**src/design/wkalrm_pkg.sv**
```systemverilog
// Shared types and constants for the weekly alarm next-time unit.
// No dependencies; used by wkalrm_calc and weekly_alarm_next_time_unit.
package wkalrm_pkg;

    localparam int unsigned IN_W  = 64;
    localparam int unsigned OUT_W = 40;

    localparam logic [31:0] SECS_MINUTE = 32'd60;
    localparam logic [31:0] SECS_HOUR   = 32'd3600;
    localparam logic [31:0] SECS_DAY    = 32'd86400;
    localparam logic [31:0] SECS_YEAR   = 32'd31536000;
    localparam logic [15:0] EPOCH_YEAR  = 16'd1970;

    localparam logic [3:0] MONTH_JAN = 4'd1;
    localparam logic [3:0] MONTH_FEB = 4'd2;
    localparam logic [3:0] MONTH_DEC = 4'd12;

    // Input word, first field in the highest bits.
    typedef struct packed {
        logic        include_today;
        logic [5:0]  now_minute;
        logic [4:0]  now_hour;
        logic [2:0]  now_weekday;
        logic [4:0]  now_day;
        logic [3:0]  now_month;
        logic [11:0] now_year;
        logic [5:0]  alarm_second;
        logic [5:0]  alarm_minute;
        logic [4:0]  alarm_hour;
        logic [6:0]  weekday_mask;
        logic [3:0]  task_slot;
    } in_item_t;

    // Result word, first field in the highest bits.
    typedef struct packed {
        logic [31:0] alarm_seconds;
        logic [2:0]  days_ahead;
        logic        found;
        logic [3:0]  result_slot;
    } res_t;

    // Days before the first of month; index is month - 1.
    function automatic logic [8:0] days_before_month(input logic [3:0] idx);
        logic [8:0] d;
        case (idx)
            4'd0:    d = 9'd0;
            4'd1:    d = 9'd31;
            4'd2:    d = 9'd59;
            4'd3:    d = 9'd90;
            4'd4:    d = 9'd120;
            4'd5:    d = 9'd151;
            4'd6:    d = 9'd181;
            4'd7:    d = 9'd212;
            4'd8:    d = 9'd243;
            4'd9:    d = 9'd273;
            4'd10:   d = 9'd304;
            4'd11:   d = 9'd334;
            default: d = 9'd0;
        endcase
        return d;
    endfunction

endpackage

```
**src/design/wkalrm_calc.sv**
```systemverilog
// Combinational next-run calculation: weekday pick and Unix seconds.
// Depends on wkalrm_pkg.
module wkalrm_calc (
    input  wkalrm_pkg::in_item_t item,
    output wkalrm_pkg::res_t     res
);

    logic        slot_passed;
    logic        today_ok;
    logic [7:0]  day_hit;
    logic        hit;
    logic [2:0]  ahead;
    logic [15:0] yrs;
    logic [16:0] yrs_p1;
    logic [3:0]  month_cl;
    logic        leap_add;
    logic [31:0] day_count;
    logic [31:0] secs;
    logic [3:0]  wd_sum;
    logic [2:0]  wd_idx;

    // Slot already gone today: seconds are not compared
    assign slot_passed = (item.alarm_hour < item.now_hour) ||
                         ((item.alarm_hour == item.now_hour) &&
                          (item.alarm_minute < item.now_minute));
    assign today_ok = item.include_today && !slot_passed;

    // Enabled flag per offset 0..7
    always_comb begin
        for (int d = 0; d < 8; d++) begin
            wd_sum = 4'(item.now_weekday) - 4'd1 + 4'(d);
            wd_idx = (wd_sum >= 4'd7) ? 3'(wd_sum - 4'd7) : wd_sum[2:0];
            if (item.now_weekday == 3'd0) begin
                // weekday zero: first day matches nothing, then Monday on
                // (wd_idx is d - 1 here for d above zero)
                day_hit[d] = (d == 0) ? 1'b0 : item.weekday_mask[wd_idx];
            end else begin
                day_hit[d] = item.weekday_mask[wd_idx];
            end
        end
        day_hit[0] = day_hit[0] && today_ok;
    end

    // Lowest enabled offset wins
    always_comb begin
        hit   = 1'b0;
        ahead = 3'd0;
        for (int d = 7; d >= 0; d--) begin
            if (day_hit[d]) begin
                hit   = 1'b1;
                ahead = 3'(d);
            end
        end
    end

    // Date to Unix seconds, four-year leap rule
    assign yrs      = 16'(item.now_year) - wkalrm_pkg::EPOCH_YEAR;
    assign yrs_p1   = 17'(yrs) + 17'd1;
    assign month_cl = (item.now_month < wkalrm_pkg::MONTH_JAN) ? wkalrm_pkg::MONTH_JAN :
                      (item.now_month > wkalrm_pkg::MONTH_DEC) ? wkalrm_pkg::MONTH_DEC :
                      item.now_month;
    assign leap_add = (item.now_month > wkalrm_pkg::MONTH_FEB) && (yrs[1:0] == 2'd2);

    assign day_count = 32'(yrs_p1[16:2])
                     + 32'(wkalrm_pkg::days_before_month(month_cl - 4'd1))
                     + 32'(leap_add)
                     + 32'(item.now_day) + 32'(ahead) - 32'd1;

    assign secs = wkalrm_pkg::SECS_YEAR * 32'(yrs)
                + wkalrm_pkg::SECS_DAY * day_count
                + wkalrm_pkg::SECS_HOUR * 32'(item.alarm_hour)
                + wkalrm_pkg::SECS_MINUTE * 32'(item.alarm_minute)
                + 32'(item.alarm_second);

    assign res.result_slot   = item.task_slot;
    assign res.found         = hit;
    assign res.days_ahead    = ahead;
    assign res.alarm_seconds = hit ? secs : 32'd0;

endmodule

```
**src/design/weekly_alarm_next_time_unit.sv**
```systemverilog
// An accepted word is captured in the input register; its result is loaded into the
// result register, which drives m_tdata. Throughput: one word per cycle while
// m_tready does not stall; an input register and a result register
// form a two-stage pipeline, the single-pass date/seconds logic between them.
// A full result register holding a stalled word still lets the input stage
// take a new word while a slot is free in the pipeline.
// Reset: aresetn synchronous, active low; clears both valid flags only.
module weekly_alarm_next_time_unit (
    input  logic        aclk,
    input  logic        aresetn,
    // input stream
    input  logic        s_tvalid,
    output logic        s_tready,
    // s_tdata, lowest bit up: task_slot[3:0], weekday_mask[10:4],
    // alarm_hour[15:11], alarm_minute[21:16], alarm_second[27:22],
    // now_year[39:28], now_month[43:40], now_day[48:44],
    // now_weekday[51:49], now_hour[56:52], now_minute[62:57],
    // include_today[63]
    input  logic [wkalrm_pkg::IN_W-1:0]  s_tdata,
    // result stream
    output logic        m_tvalid,
    input  logic        m_tready,
    // m_tdata, lowest bit up: result_slot[3:0], found[4],
    // days_ahead[7:5], alarm_seconds[39:8]
    output logic [wkalrm_pkg::OUT_W-1:0] m_tdata
);

    // Stage 1: captured input word
    wkalrm_pkg::in_item_t in_item_reg;
    logic                 in_valid_reg;
    logic                 in_valid_next;

    // Stage 2: result word
    wkalrm_pkg::res_t     res_reg;
    wkalrm_pkg::res_t     res_comb;
    logic                 out_valid_reg;
    logic                 out_valid_next;

    logic                 out_load;
    logic                 in_load;

    // Result register takes a new word when empty or being drained
    assign out_load = in_valid_reg && (!out_valid_reg || m_tready);
    // Input register is free when empty or its word moves on this cycle
    assign s_tready = !in_valid_reg || out_load;
    assign in_load  = s_tvalid && s_tready;

    assign in_valid_next  = in_load ? 1'b1 : (out_load ? 1'b0 : in_valid_reg);
    assign out_valid_next = out_load ? 1'b1 :
                            (m_tready ? 1'b0 : out_valid_reg);

    wkalrm_calc u_calc (
        .item (in_item_reg),
        .res  (res_comb)
    );

    always_ff @(posedge aclk) begin
        if (!aresetn) begin
            in_valid_reg  <= 1'b0;
            out_valid_reg <= 1'b0;
        end else begin
            in_valid_reg  <= in_valid_next;
            out_valid_reg <= out_valid_next;
        end
    end

    // Payload registers, no reset
    always_ff @(posedge aclk) begin
        if (in_load) begin
            in_item_reg <= wkalrm_pkg::in_item_t'(s_tdata);
        end
        if (out_load) begin
            res_reg <= res_comb;
        end
    end

    assign m_tvalid = out_valid_reg;
    assign m_tdata  = res_reg;

    // Nothing found means zero offset and zero seconds
    a_not_found_zero: assert property (@(posedge aclk) disable iff (!aresetn)
        (out_valid_reg && !res_reg.found) |->
            (res_reg.days_ahead == 3'd0 && res_reg.alarm_seconds == 32'd0))
        else $error("not-found word carries non-zero fields");

    // A fresh result only ever comes from a held input word
    a_out_from_in: assert property (@(posedge aclk) disable iff (!aresetn)
        (out_valid_reg && !$past(out_valid_reg && !m_tready)) |->
            $past(in_valid_reg))
        else $error("result appeared without an input word");

    // An empty input stage always accepts
    a_empty_ready: assert property (@(posedge aclk) disable iff (!aresetn)
        !in_valid_reg |-> s_tready)
        else $error("input stage empty but not ready");

    // A stalled input word is kept until it moves on
    a_in_hold: assert property (@(posedge aclk) disable iff (!aresetn)
        (in_valid_reg && !out_load) |=> (in_valid_reg && $stable(in_item_reg)))
        else $error("input word lost while stalled");

endmodule

```
**config.mk**
```make
export PLATFORM = sky130hd
export DESIGN_NAME = weekly_alarm_next_time_unit
export DESIGN_NICKNAME = d
export VERILOG_FILES = /design/src/design/wkalrm_pkg.sv /design/src/design/wkalrm_calc.sv /design/src/design/weekly_alarm_next_time_unit.sv
export SDC_FILE = /design/constraint.sdc
export NUM_CORES = 1
export LEC_CHECK = 0
export BUFFER_PORTS_ARGS = -buffer_cell sky130_fd_sc_hd__buf_2
export CORE_MARGIN = 4
export CORE_UTILIZATION = 55
export DETAILED_ROUTE_END_ITERATION = 8
export PLACE_DENSITY = 0.73
export SKIP_LAST_GASP = 1
export SYNTH_ARGS = -nofsm -noshare
export SYNTH_HDL_FRONTEND = slang
export SYNTH_SLANG_ARGS = --single-unit
export TNS_END_PERCENT = 50
```
**constraint.sdc**
```tcl
create_clock -name aclk -period 17 [get_ports aclk]
set_input_delay 0.85 -clock aclk [delete_from_list [all_inputs] [get_ports aclk]]
set_output_delay 0.85 -clock aclk [all_outputs]
set_load 0.02 [all_outputs]
```
# ---- Word-level counts from Yosys, hierarchy flattened
# Memory sizes are Yosys's and may differ from the RTL's.
# Cells that the tools add are included.
dict set report word_totals {
  register_bits 106
  latch_bits 0
  ram_bits 0
  mem_bits_ro 144
  inputBits 68
  out_inout_bits 42
  elab_cells 136
  n_memories 1
}
dict set report op_classes {
  add_sub_neg 28
  multipliers 4
  div_mod_pow 0
  magnitude_cmp 21
  eq_ne 2
  shift 0
  mux 47
  bitwise_logic 0
  reduce_logical 15
}
# memory depth width read_ports rd_clocked_by_memory_dff wr line
set memory_table {}
lappend memory_table {{(no name shown)} 16 9 1 0 0 wkalrm_pkg.sv:45} ;# case (idx)
# op count
set ops {}
lappend ops {{3-bit 2-to-1 mux} 16}
lappend ops {{32-bit by 1-bit adder with 32-bit output} 1}
lappend ops {{32-bit by 12-bit adder with 32-bit output} 1}
lappend ops {{32-bit by 17-bit adder with 32-bit output} 1}
lappend ops {{32-bit by 3-bit adder with 32-bit output} 1}
lappend ops {{32-bit adder} 1}
lappend ops {{32-bit by 5-bit adder with 32-bit output} 1}
lappend ops {{32-bit by 6-bit adder with 32-bit output} 1}
lappend ops {{4-bit by 3-bit greater-or-equal comparator with 1-bit output, second input constant} 8}
lappend ops {{3-bit by 4-bit less-than comparator with 1-bit output, second input constant} 8}
lappend ops {{10-bit by 32-bit multiplier with 25-bit output, first input constant} 1}
lappend ops {{32-bit by 1-bit subtractor with 32-bit output, second input constant} 1}
lappend ops {{18-bit by 16-bit multiplier with 25-bit output, first input constant} 1}
lappend ops {{1-bit binary-select mux with 3-bit select} 8}
lappend ops {{3-bit subtractor, second input constant} 8}
lappend ops {{1-bit 2-to-1 mux} 21}
lappend ops {{16-bit by 1-bit adder with 17-bit output, second input constant} 1}
lappend ops {{15-bit by 9-bit adder with 16-bit output} 1}
lappend ops {{4-bit by 3-bit adder with 4-bit output, second input constant} 4}
lappend ops {{8-bit by 5-bit multiplier with 13-bit output, first input constant} 1}
lappend ops {{12-bit by 11-bit subtractor with 13-bit output, second input constant} 1}
lappend ops {{4-bit by 6-bit multiplier with 10-bit output, first input constant} 1}
lappend ops {{4-bit by 2-bit adder with 4-bit output, second input constant} 2}
lappend ops {{4-bit 2-to-1 mux} 2}
lappend ops {{15 further kinds} 25}

# ---- Logic depth before layout (Yosys ltp)
# Gate-level depths: netlist of run 1.
dict set report logic_depth {
  word_depth 21
  depth_mapped 60
  depth_no_buf 59
}

# ---- Modules after synthesis
# From an unflattened synthesis of run 1, not the netlist that was laid out.
dict set report unflattened {
  cells_unflattened 1799
  area_unflattened_um2 17266.6
}
# mod n_inst cells_per_inst area_per_inst_um2 seq_area_each_um2
set modules_own_cells {}
lappend modules_own_cells {wkalrm_calc 1 1686 14039.7 0.0}
lappend modules_own_cells {weekly_alarm_next_time_unit 1 113 3226.8 3163.0}

# ---- Worst setup path before layout of run 1
# OpenSTA, ideal clock, no wires.
dict set report synth_timing {
  path_type {reg-to-reg}
  startpoint {register in_item_reg[49] (netlist bit)}
  endpoint {register res_reg, in the netlist m_tdata[39] (data pin)}
  setup_ns 0.257
  arrival_ns 11.630
  t_required_ns 16.743
  path_slack_ns 5.114
  stages_incl_launch_ff 51
  path_buffers 2
  period_less_slack_ns 11.886
  cell_sequence {edfxtp_1 > inv_1 > buf_1 > ha_1 > ha_1 > buf_2 > inv_1 > ha_1 > o21a_1 > or2_1 > o21a_1 > xnor2_1 > mux4_2 > mux2i_1 > and3_1 > nor2b_1 > fa_1 > ha_1 > [... 15 more ...] > inv_1 > ha_1 > a21o_1 > o41a_1 > a21oi_1 > o21bai_1 > xor2_1 > ha_1 > ha_1 > ha_1 > or3_1 > o2111a_1 > a211oi_1 > a31oi_1 > a31oi_1 > xnor2_1 > xnor2_1 > nor2_1}
}
# element line
set synth_lines {}
lappend synth_lines {{start: declaration} weekly_alarm_next_time_unit.sv:29} ;# wkalrm_pkg::in_item_t in_item_reg;
lappend synth_lines {{start signal: assignment} weekly_alarm_next_time_unit.sv:70} ;# in_item_reg <= wkalrm_pkg::in_item_t'(s_tdata);
lappend synth_lines {{end signal: assignment} weekly_alarm_next_time_unit.sv:73} ;# res_reg <= res_comb;
lappend synth_lines {{end: declaration} weekly_alarm_next_time_unit.sv:34} ;# wkalrm_pkg::res_t res_reg;

# ---- Final worst setup path of run 1
dict set report layout_timing {
  startpoint {register in_item_reg[49] (netlist bit)}
  endpoint {register res_reg, in the netlist m_tdata[39] (data pin)}
}
dict set report layout_between {
  elab_chain_cells 21
  word_cells_on_any_way 74
  cone_classes {add/sub: 22; mul: 1; order compare: 8; mux: 41; reduce/logical: 2}
}
# element line
set layout_rtl {}
lappend layout_rtl {{3-bit by 1-bit subtractor with 4-bit output} wkalrm_calc.sv:31} ;# wd_sum = 4'(item.now_weekday) - 4'd1 + 4'(d);
lappend layout_rtl {{4-bit by 3-bit adder with 4-bit output} wkalrm_calc.sv:31}
lappend layout_rtl {{4-bit by 3-bit greater-or-equal comparator with 1-bit output / 3-bit subtractor (equally long branches)} wkalrm_calc.sv:32} ;# wd_idx = (wd_sum >= 4'd7) ? 3'(wd_sum - 4'd7) : wd_sum[2:0];
lappend layout_rtl {{3-bit 2-to-1 mux} wkalrm_calc.sv:32}
lappend layout_rtl {{1-bit binary-select mux with 3-bit select} {wkalrm_calc.sv:36, wkalrm_calc.sv:38}}
lappend layout_rtl {{1-bit 2-to-1 mux (not written as such)} {wkalrm_calc.sv:36, wkalrm_calc.sv:38}}
lappend layout_rtl {{3-bit 2-to-1 mux (8 in series)} wkalrm_calc.sv:49} ;# if (day_hit[d]) begin
lappend layout_rtl {{32-bit by 3-bit adder with 32-bit output} wkalrm_calc.sv:67} ;# + 32'(item.now_day) + 32'(ahead) - 32'd1;
lappend layout_rtl {{32-bit by 1-bit subtractor with 32-bit output} wkalrm_calc.sv:67}
lappend layout_rtl {{10-bit by 32-bit multiplier with 25-bit output} wkalrm_calc.sv:70} ;# + wkalrm_pkg::SECS_DAY * day_count
lappend layout_rtl {{32-bit adder} wkalrm_calc.sv:70}
lappend layout_rtl {{32-bit by 17-bit adder with 32-bit output} wkalrm_calc.sv:71} ;# + wkalrm_pkg::SECS_HOUR * 32'(item.alarm_hour)
lappend layout_rtl {{32-bit by 12-bit adder with 32-bit output} wkalrm_calc.sv:72} ;# + wkalrm_pkg::SECS_MINUTE * 32'(item.alarm_minute)
lappend layout_rtl {{32-bit by 6-bit adder with 32-bit output} wkalrm_calc.sv:73} ;# + 32'(item.alarm_second);
# Several ways; a longest one is shown, not always the timed one. The select of a mux whose other input is x is not followed.
# A chain may end at the register's enable or synchronous reset.

==> results.md, run 1 <==
* Post-CTS Setup Bufs at 0
* Clock-pin slew on the worst setup and hold paths at 90 ps
* Vias in the first global route at 12700
* Drt first-iter violations at 678
* Clk buf depth at 2
* Htree depth at 3
* Top_reg_cell synth: edfxtp_1
* Clk_skew at 16.3 ps
* Unrepaired setup endpoints after global routing: false
* WP data required at 17120 ps
* Maximum clock frequency at 73.5 MHz
* CTS tree: yes
* CP dominant cell by count: ha_1
* Global-route wire length before repair at 62700 um
* Die Span Y at 185 um
* Setup-failing EPs final at 0
* Setup TNS at 0 ps
* Hold buffer count at cts at 0
* Arr. time, crit path at 13720 ps
* Synthesized area per cell at 9.45 sq um
* Port bufs at 109
* Cell variety after synth at 86
* Die W at 185 um
* Sink Count at 106
* Worst Path Max Fanout at 36
* Multi-input logic area at 12600 sq um
* Crit-path max cell delay at 700 ps
* Period utilization at 80.0%
* Vias per cell at 5.51
* Dpl hpwl at 31800 um
* Area after DPL at 18100 sq um
* Worst setup EP type: flop
* Synth warn at 0
* Worst slew pin tran at 1180 ps
* Clock latency on the worst-skew pair at 380 ps
* Root Driver: clkbuf_16
* Initial Util at 56.0%
* Number of max-cap violations at 0
* Non-Filler Instances at 2316
* Post-route DRC violation count at 0
* Total grt overflow at 0
* Die area at 34100 sq um
* Post-route antenna net violation count at 0
* Fin Hold WS at 430 ps
* Status: finished clean
* Startpoint types: flop
* Core area at 30700 sq um
* Antenna fix cells at 0
* Minimum clock period at 13600 ps
* Sequential-to-total area share from yosys stat at 18.4%
* Max_slew headroom at 21.4%
* Num CTS Buffers at 9
* Final Max Tran Viols at 0
* Commonest cells after routing, fill and taps aside: 343 x ha_1, 337 x inv_1, 136 x fa_1, 109 x buf_2, 107 x xnor2_1
* Syn Inst Count at 1816
* FF+latch count, synth at 106
* Total Routing Usage GR at 22.7%
* Number of synthesized flops with an enable pin at 104
* Crit-path slowest cell: ha_1
* WS Path Type: reg2reg
* Hold Fails Final Rpt at 0
* 1st-pass router iterations at 6
* Gpl congestion at 0.953
* Flip-flop count of the largest register after layout at 64
* Syn Std Cell Area at 17200 sq um
* Routed vias at 12800
* Largest net degree at the start of global routing at 59
* Initial antenna violation count at 0
* Fraction of layout cells with a size suffix above 1 at 9.17%
* Hold WC Path Type: reg2reg
* WL/cell at 16.2 um
* Placed cells at 2300
* Post-route cell area at 18500 sq um
* # resized after CTS at 0
* # IOs at 110
* Storage cell area at 3160 sq um
* Drt total wl at 37600 um
* Fillers at 2687
* Layout Nets at 2462
* Rows at 64
* Area Overhead vs Synth at 7.60%
* Most common cell after layout, fill and taps aside: ha_1
* Post-synthesis async set-or-reset flop share at 0%
## synth_stat cells, types with 6 or more instances
library cell | number | area, sq um
nor3_1 | 31 | 155
o21bai_1 | 17 | 128
a21boi_0 | 8 | 60.1
fa_1 | 136 | 2720
a21oi_1 | 87 | 435
o21a_1 | 26 | 195
o211ai_1 | 7 | 52.6
mux2i_1 | 17 | 170
xor2_1 | 35 | 307
nand3_1 | 31 | 155
ha_1 | 343 | 4290
nor2_1 | 94 | 353
edfxtp_1 | 104 | 3120
nand2_1 | 79 | 297
o21ai_0 | 79 | 395
buf_2 | 10 | 50.1
mux2_2 | 6 | 67.6
a21o_1 | 28 | 210
o2111ai_1 | 6 | 52.6
nand2b_1 | 18 | 113
a31oi_1 | 18 | 113
and2_1 | 14 | 87.6
nor2b_1 | 24 | 150
inv_1 | 337 | 1260
or2_2 | 10 | 62.6
xnor2_1 | 107 | 937
clkbuf_1 | 19 | 71.3
nand4_1 | 7 | 43.8
a211oi_1 | 13 | 97.6
## worst max-delay path: cells and delay by family (launching register included)
kind / cells / cell delay (ps)
muxes: 2 / 730
AOI/OAI and AO/OA: 15 / 3360
buffers and inverters: 9 / 1360
adders and majority gates: 14 / 5650
xor gates and xnor gates: 5 / 1250
DFF: 1 / 330
and+or+nand+nor: 5 / 650
## per-layer routing
layer  vias up  share of wire (%)  GRT usage (%)
met5         -                  0              0
met2       214                 50           40.7
met4         0                1.3           4.02
met3        25                3.2           2.37
li1       6384                  -              -
met1      6149                 45           30.2
## worst paths after layout
check	start	end	depth (start not counted)	slack, ps
hold / removal	in_item_reg[2]	m_tdata[2]	0	430
hold reg to reg	in_item_reg[2]	m_tdata[2]	0	430
setup reg to reg	in_item_reg[49]	m_tdata[39]	50	3400
setup / recovery	in_item_reg[49]	m_tdata[39]	50	3400
## logic make-up after synthesis
kind of cell    Yosys count  synth area share, %
simple gates            338                 9.53
xor+xnor                144                 7.52
compound gates          352                 13.7
buf+inv                 370                 8.19
fa+ha+maj               479                 40.9
flops                   106                 18.4
other cells               1               0.0218
mux                      26                 1.78
## stage by stage
stage / setup WS, ps / util [%]
after floorplan: 5110 / -
after global placement: 3810 / 59.2
after detailed placement: 3440 / 59.2
after CTS: 3410 / 60.2
after global routing: 2350 / 60.2
final: 3400 / 60.2
## layout make-up
class	instances	area share (%)
flip-flops and latches	106	17.1
clock inverters	7	0.508
clock buffers	9	1.22
multi-input cells	1342	68.3
repair buffers	116	3.24
inverters	340	6.94
well taps	396	2.68
Power of run 1 is not shown: default switching activity piles up to over one toggle a cycle in this logic, so the estimate is an artifact.
==> run 2: changes to the inputs <==
- clock period: 17 -> 14.05 ns (I/O delays scaled with it)
==> run 2 against run 1 <==
Net effect: via count rose by 0.38%; count of clock-buffer cells in the layout did not move; global-route usage fell by 0.27 points; critical path depth rose by 2; non-clock buffer count rose by 2.
==> results.md, run 2 (same netlist as run 1, synthesis figures left out) <==
* Hold buffer count at cts at 0
* Status: finished clean
* Commonest cells after routing, fill and taps aside: 343 x ha_1, 337 x inv_1, 136 x fa_1, 109 x buf_2, 107 x xnor2_1
* Worst Path Max Fanout at 16
* Clock latency on the worst-skew pair at 380 ps
* Drt total wl at 37300 um
* Worst setup EP type: flop
* Clk_skew at 15.5 ps
* Placed cells at 2302
* Flip-flop count of the largest register after layout at 64
* Critical path buffers and inverters at 6
* Layout Nets at 2464
* Fraction of layout cells with a size suffix above 1 at 9.26%
* Startpoint types: flop
* Most common cell after layout, fill and taps aside: ha_1
* Fillers at 2720
* WS Path Type: reg2reg
* 1st-pass router iterations at 5
* Clk buf depth at 2
* Die Span Y at 185 um
* Storage cell area at 3160 sq um
* CTS tree: yes
* Die W at 185 um
* Total grt overflow at 0
* Number of max-cap violations at 0
* # IOs at 110
* Gpl congestion at 0.936
* Htree depth at 3
* Global-route wire length before repair at 61800 um
* Num CTS Buffers at 9
* Die area at 34100 sq um
* Area Overhead vs Synth at 7.67%
* Non-Filler Instances at 2318
* Hold Fails Final Rpt at 0
* Vias in the first global route at 12700
* Rows at 64
* Setup-failing EPs final at 0
* Final Max Tran Viols at 0
* Total Routing Usage GR at 22.4%
* Clock-pin slew on the worst setup and hold paths at 90 ps
* WP data required at 14180 ps
* Worst slew pin tran at 889 ps
* Largest net degree at the start of global routing at 65
* Post-route antenna net violation count at 0
* Max_slew headroom at 40.1%
* Vias per cell at 5.53
* Dpl hpwl at 31600 um
* Routed vias at 12800
* Port bufs at 109
* Antenna fix cells at 0
* Sink Count at 106
* Core area at 30700 sq um
* CP top delay family: adder cells
* Initial antenna violation count at 0
* Drt first-iter violations at 666
* Minimum clock period at 12980 ps
* Initial Util at 56.0%
* Maximum clock frequency at 77.1 MHz
* Crit-path max cell delay at 510 ps
* Post-route DRC violation count at 0
* Setup TNS at 0 ps
* Root Driver: clkbuf_16
* Crit-path slowest cell: mux4_2
* Unrepaired setup endpoints after global routing: false
* Multi-input logic area at 12600 sq um
* WL/cell at 16.1 um
* Arr. time, crit path at 13110 ps
* # resized after CTS at 0
* Period utilization at 92.4%
* Hold WC Path Type: reg2reg
* Post-CTS Setup Bufs at 0
run 2: path summary, 6_finish.rpt:
| kind | from | to | slack [ps] | cells past startpoint |
|---|---|---|---|---|
| worst min register to register | in_item_reg[2] | m_tdata[2] | 430 | 0 |
| worst min-delay path | in_item_reg[2] | m_tdata[2] | 430 | 0 |
| worst max register to register | in_item_reg[49] | m_tdata[39] | 1070 | 52 |
| worst max-delay path | in_item_reg[49] | m_tdata[39] | 1070 | 52 |
run 2: stage by stage:
stage | hold WS (ps) | setup slack [ps] | util [%] | area, sq um
2_1_floorplan | 400 | 2160 | - | 17200
3_3_place_gp | 402 | 1410 | 59.2 | 18200
3_5_place_dp | 412 | 1130 | 59.2 | 18200
4_1_cts | 433 | 1070 | 60.3 | 18500
5_1_grt | 442 | 20.0 | 60.3 | 18500
6_report | 433 | 1070 | 60.3 | 18500
run 2: area by class of cell:
| cell class | instances | area share (%) |
|---|---|---|
| well taps | 396 | 2.68 |
| multi-input cells | 1342 | 68.2 |
| inverters | 340 | 6.93 |
| clock inverters | 7 | 0.494 |
| flip-flops and latches | 106 | 17.1 |
| repair buffers | 118 | 3.32 |
| clock buffers | 9 | 1.22 |
run 2: worst register-to-register path: cells and delay by family (launching register included):
kind | cells | cell delay (ps)
XOR/XNOR | 11 | 2210
AND/OR/NAND/NOR | 10 | 1710
flip-flops | 1 | 390
AO/OA/AOI/OAI | 10 | 1860
multiplexers | 2 | 720
adder cells (fa/ha/maj) | 13 | 5090
buffers and inverters | 6 | 740
run 2: routing by layer:
metal  GRT usage, %  share of wire, %
met1           29.1                43
met2           38.7                49
met3           2.41               4.1
met4           8.49               3.9
met5              0                 0
Power of run 2 is left out for the same reason.
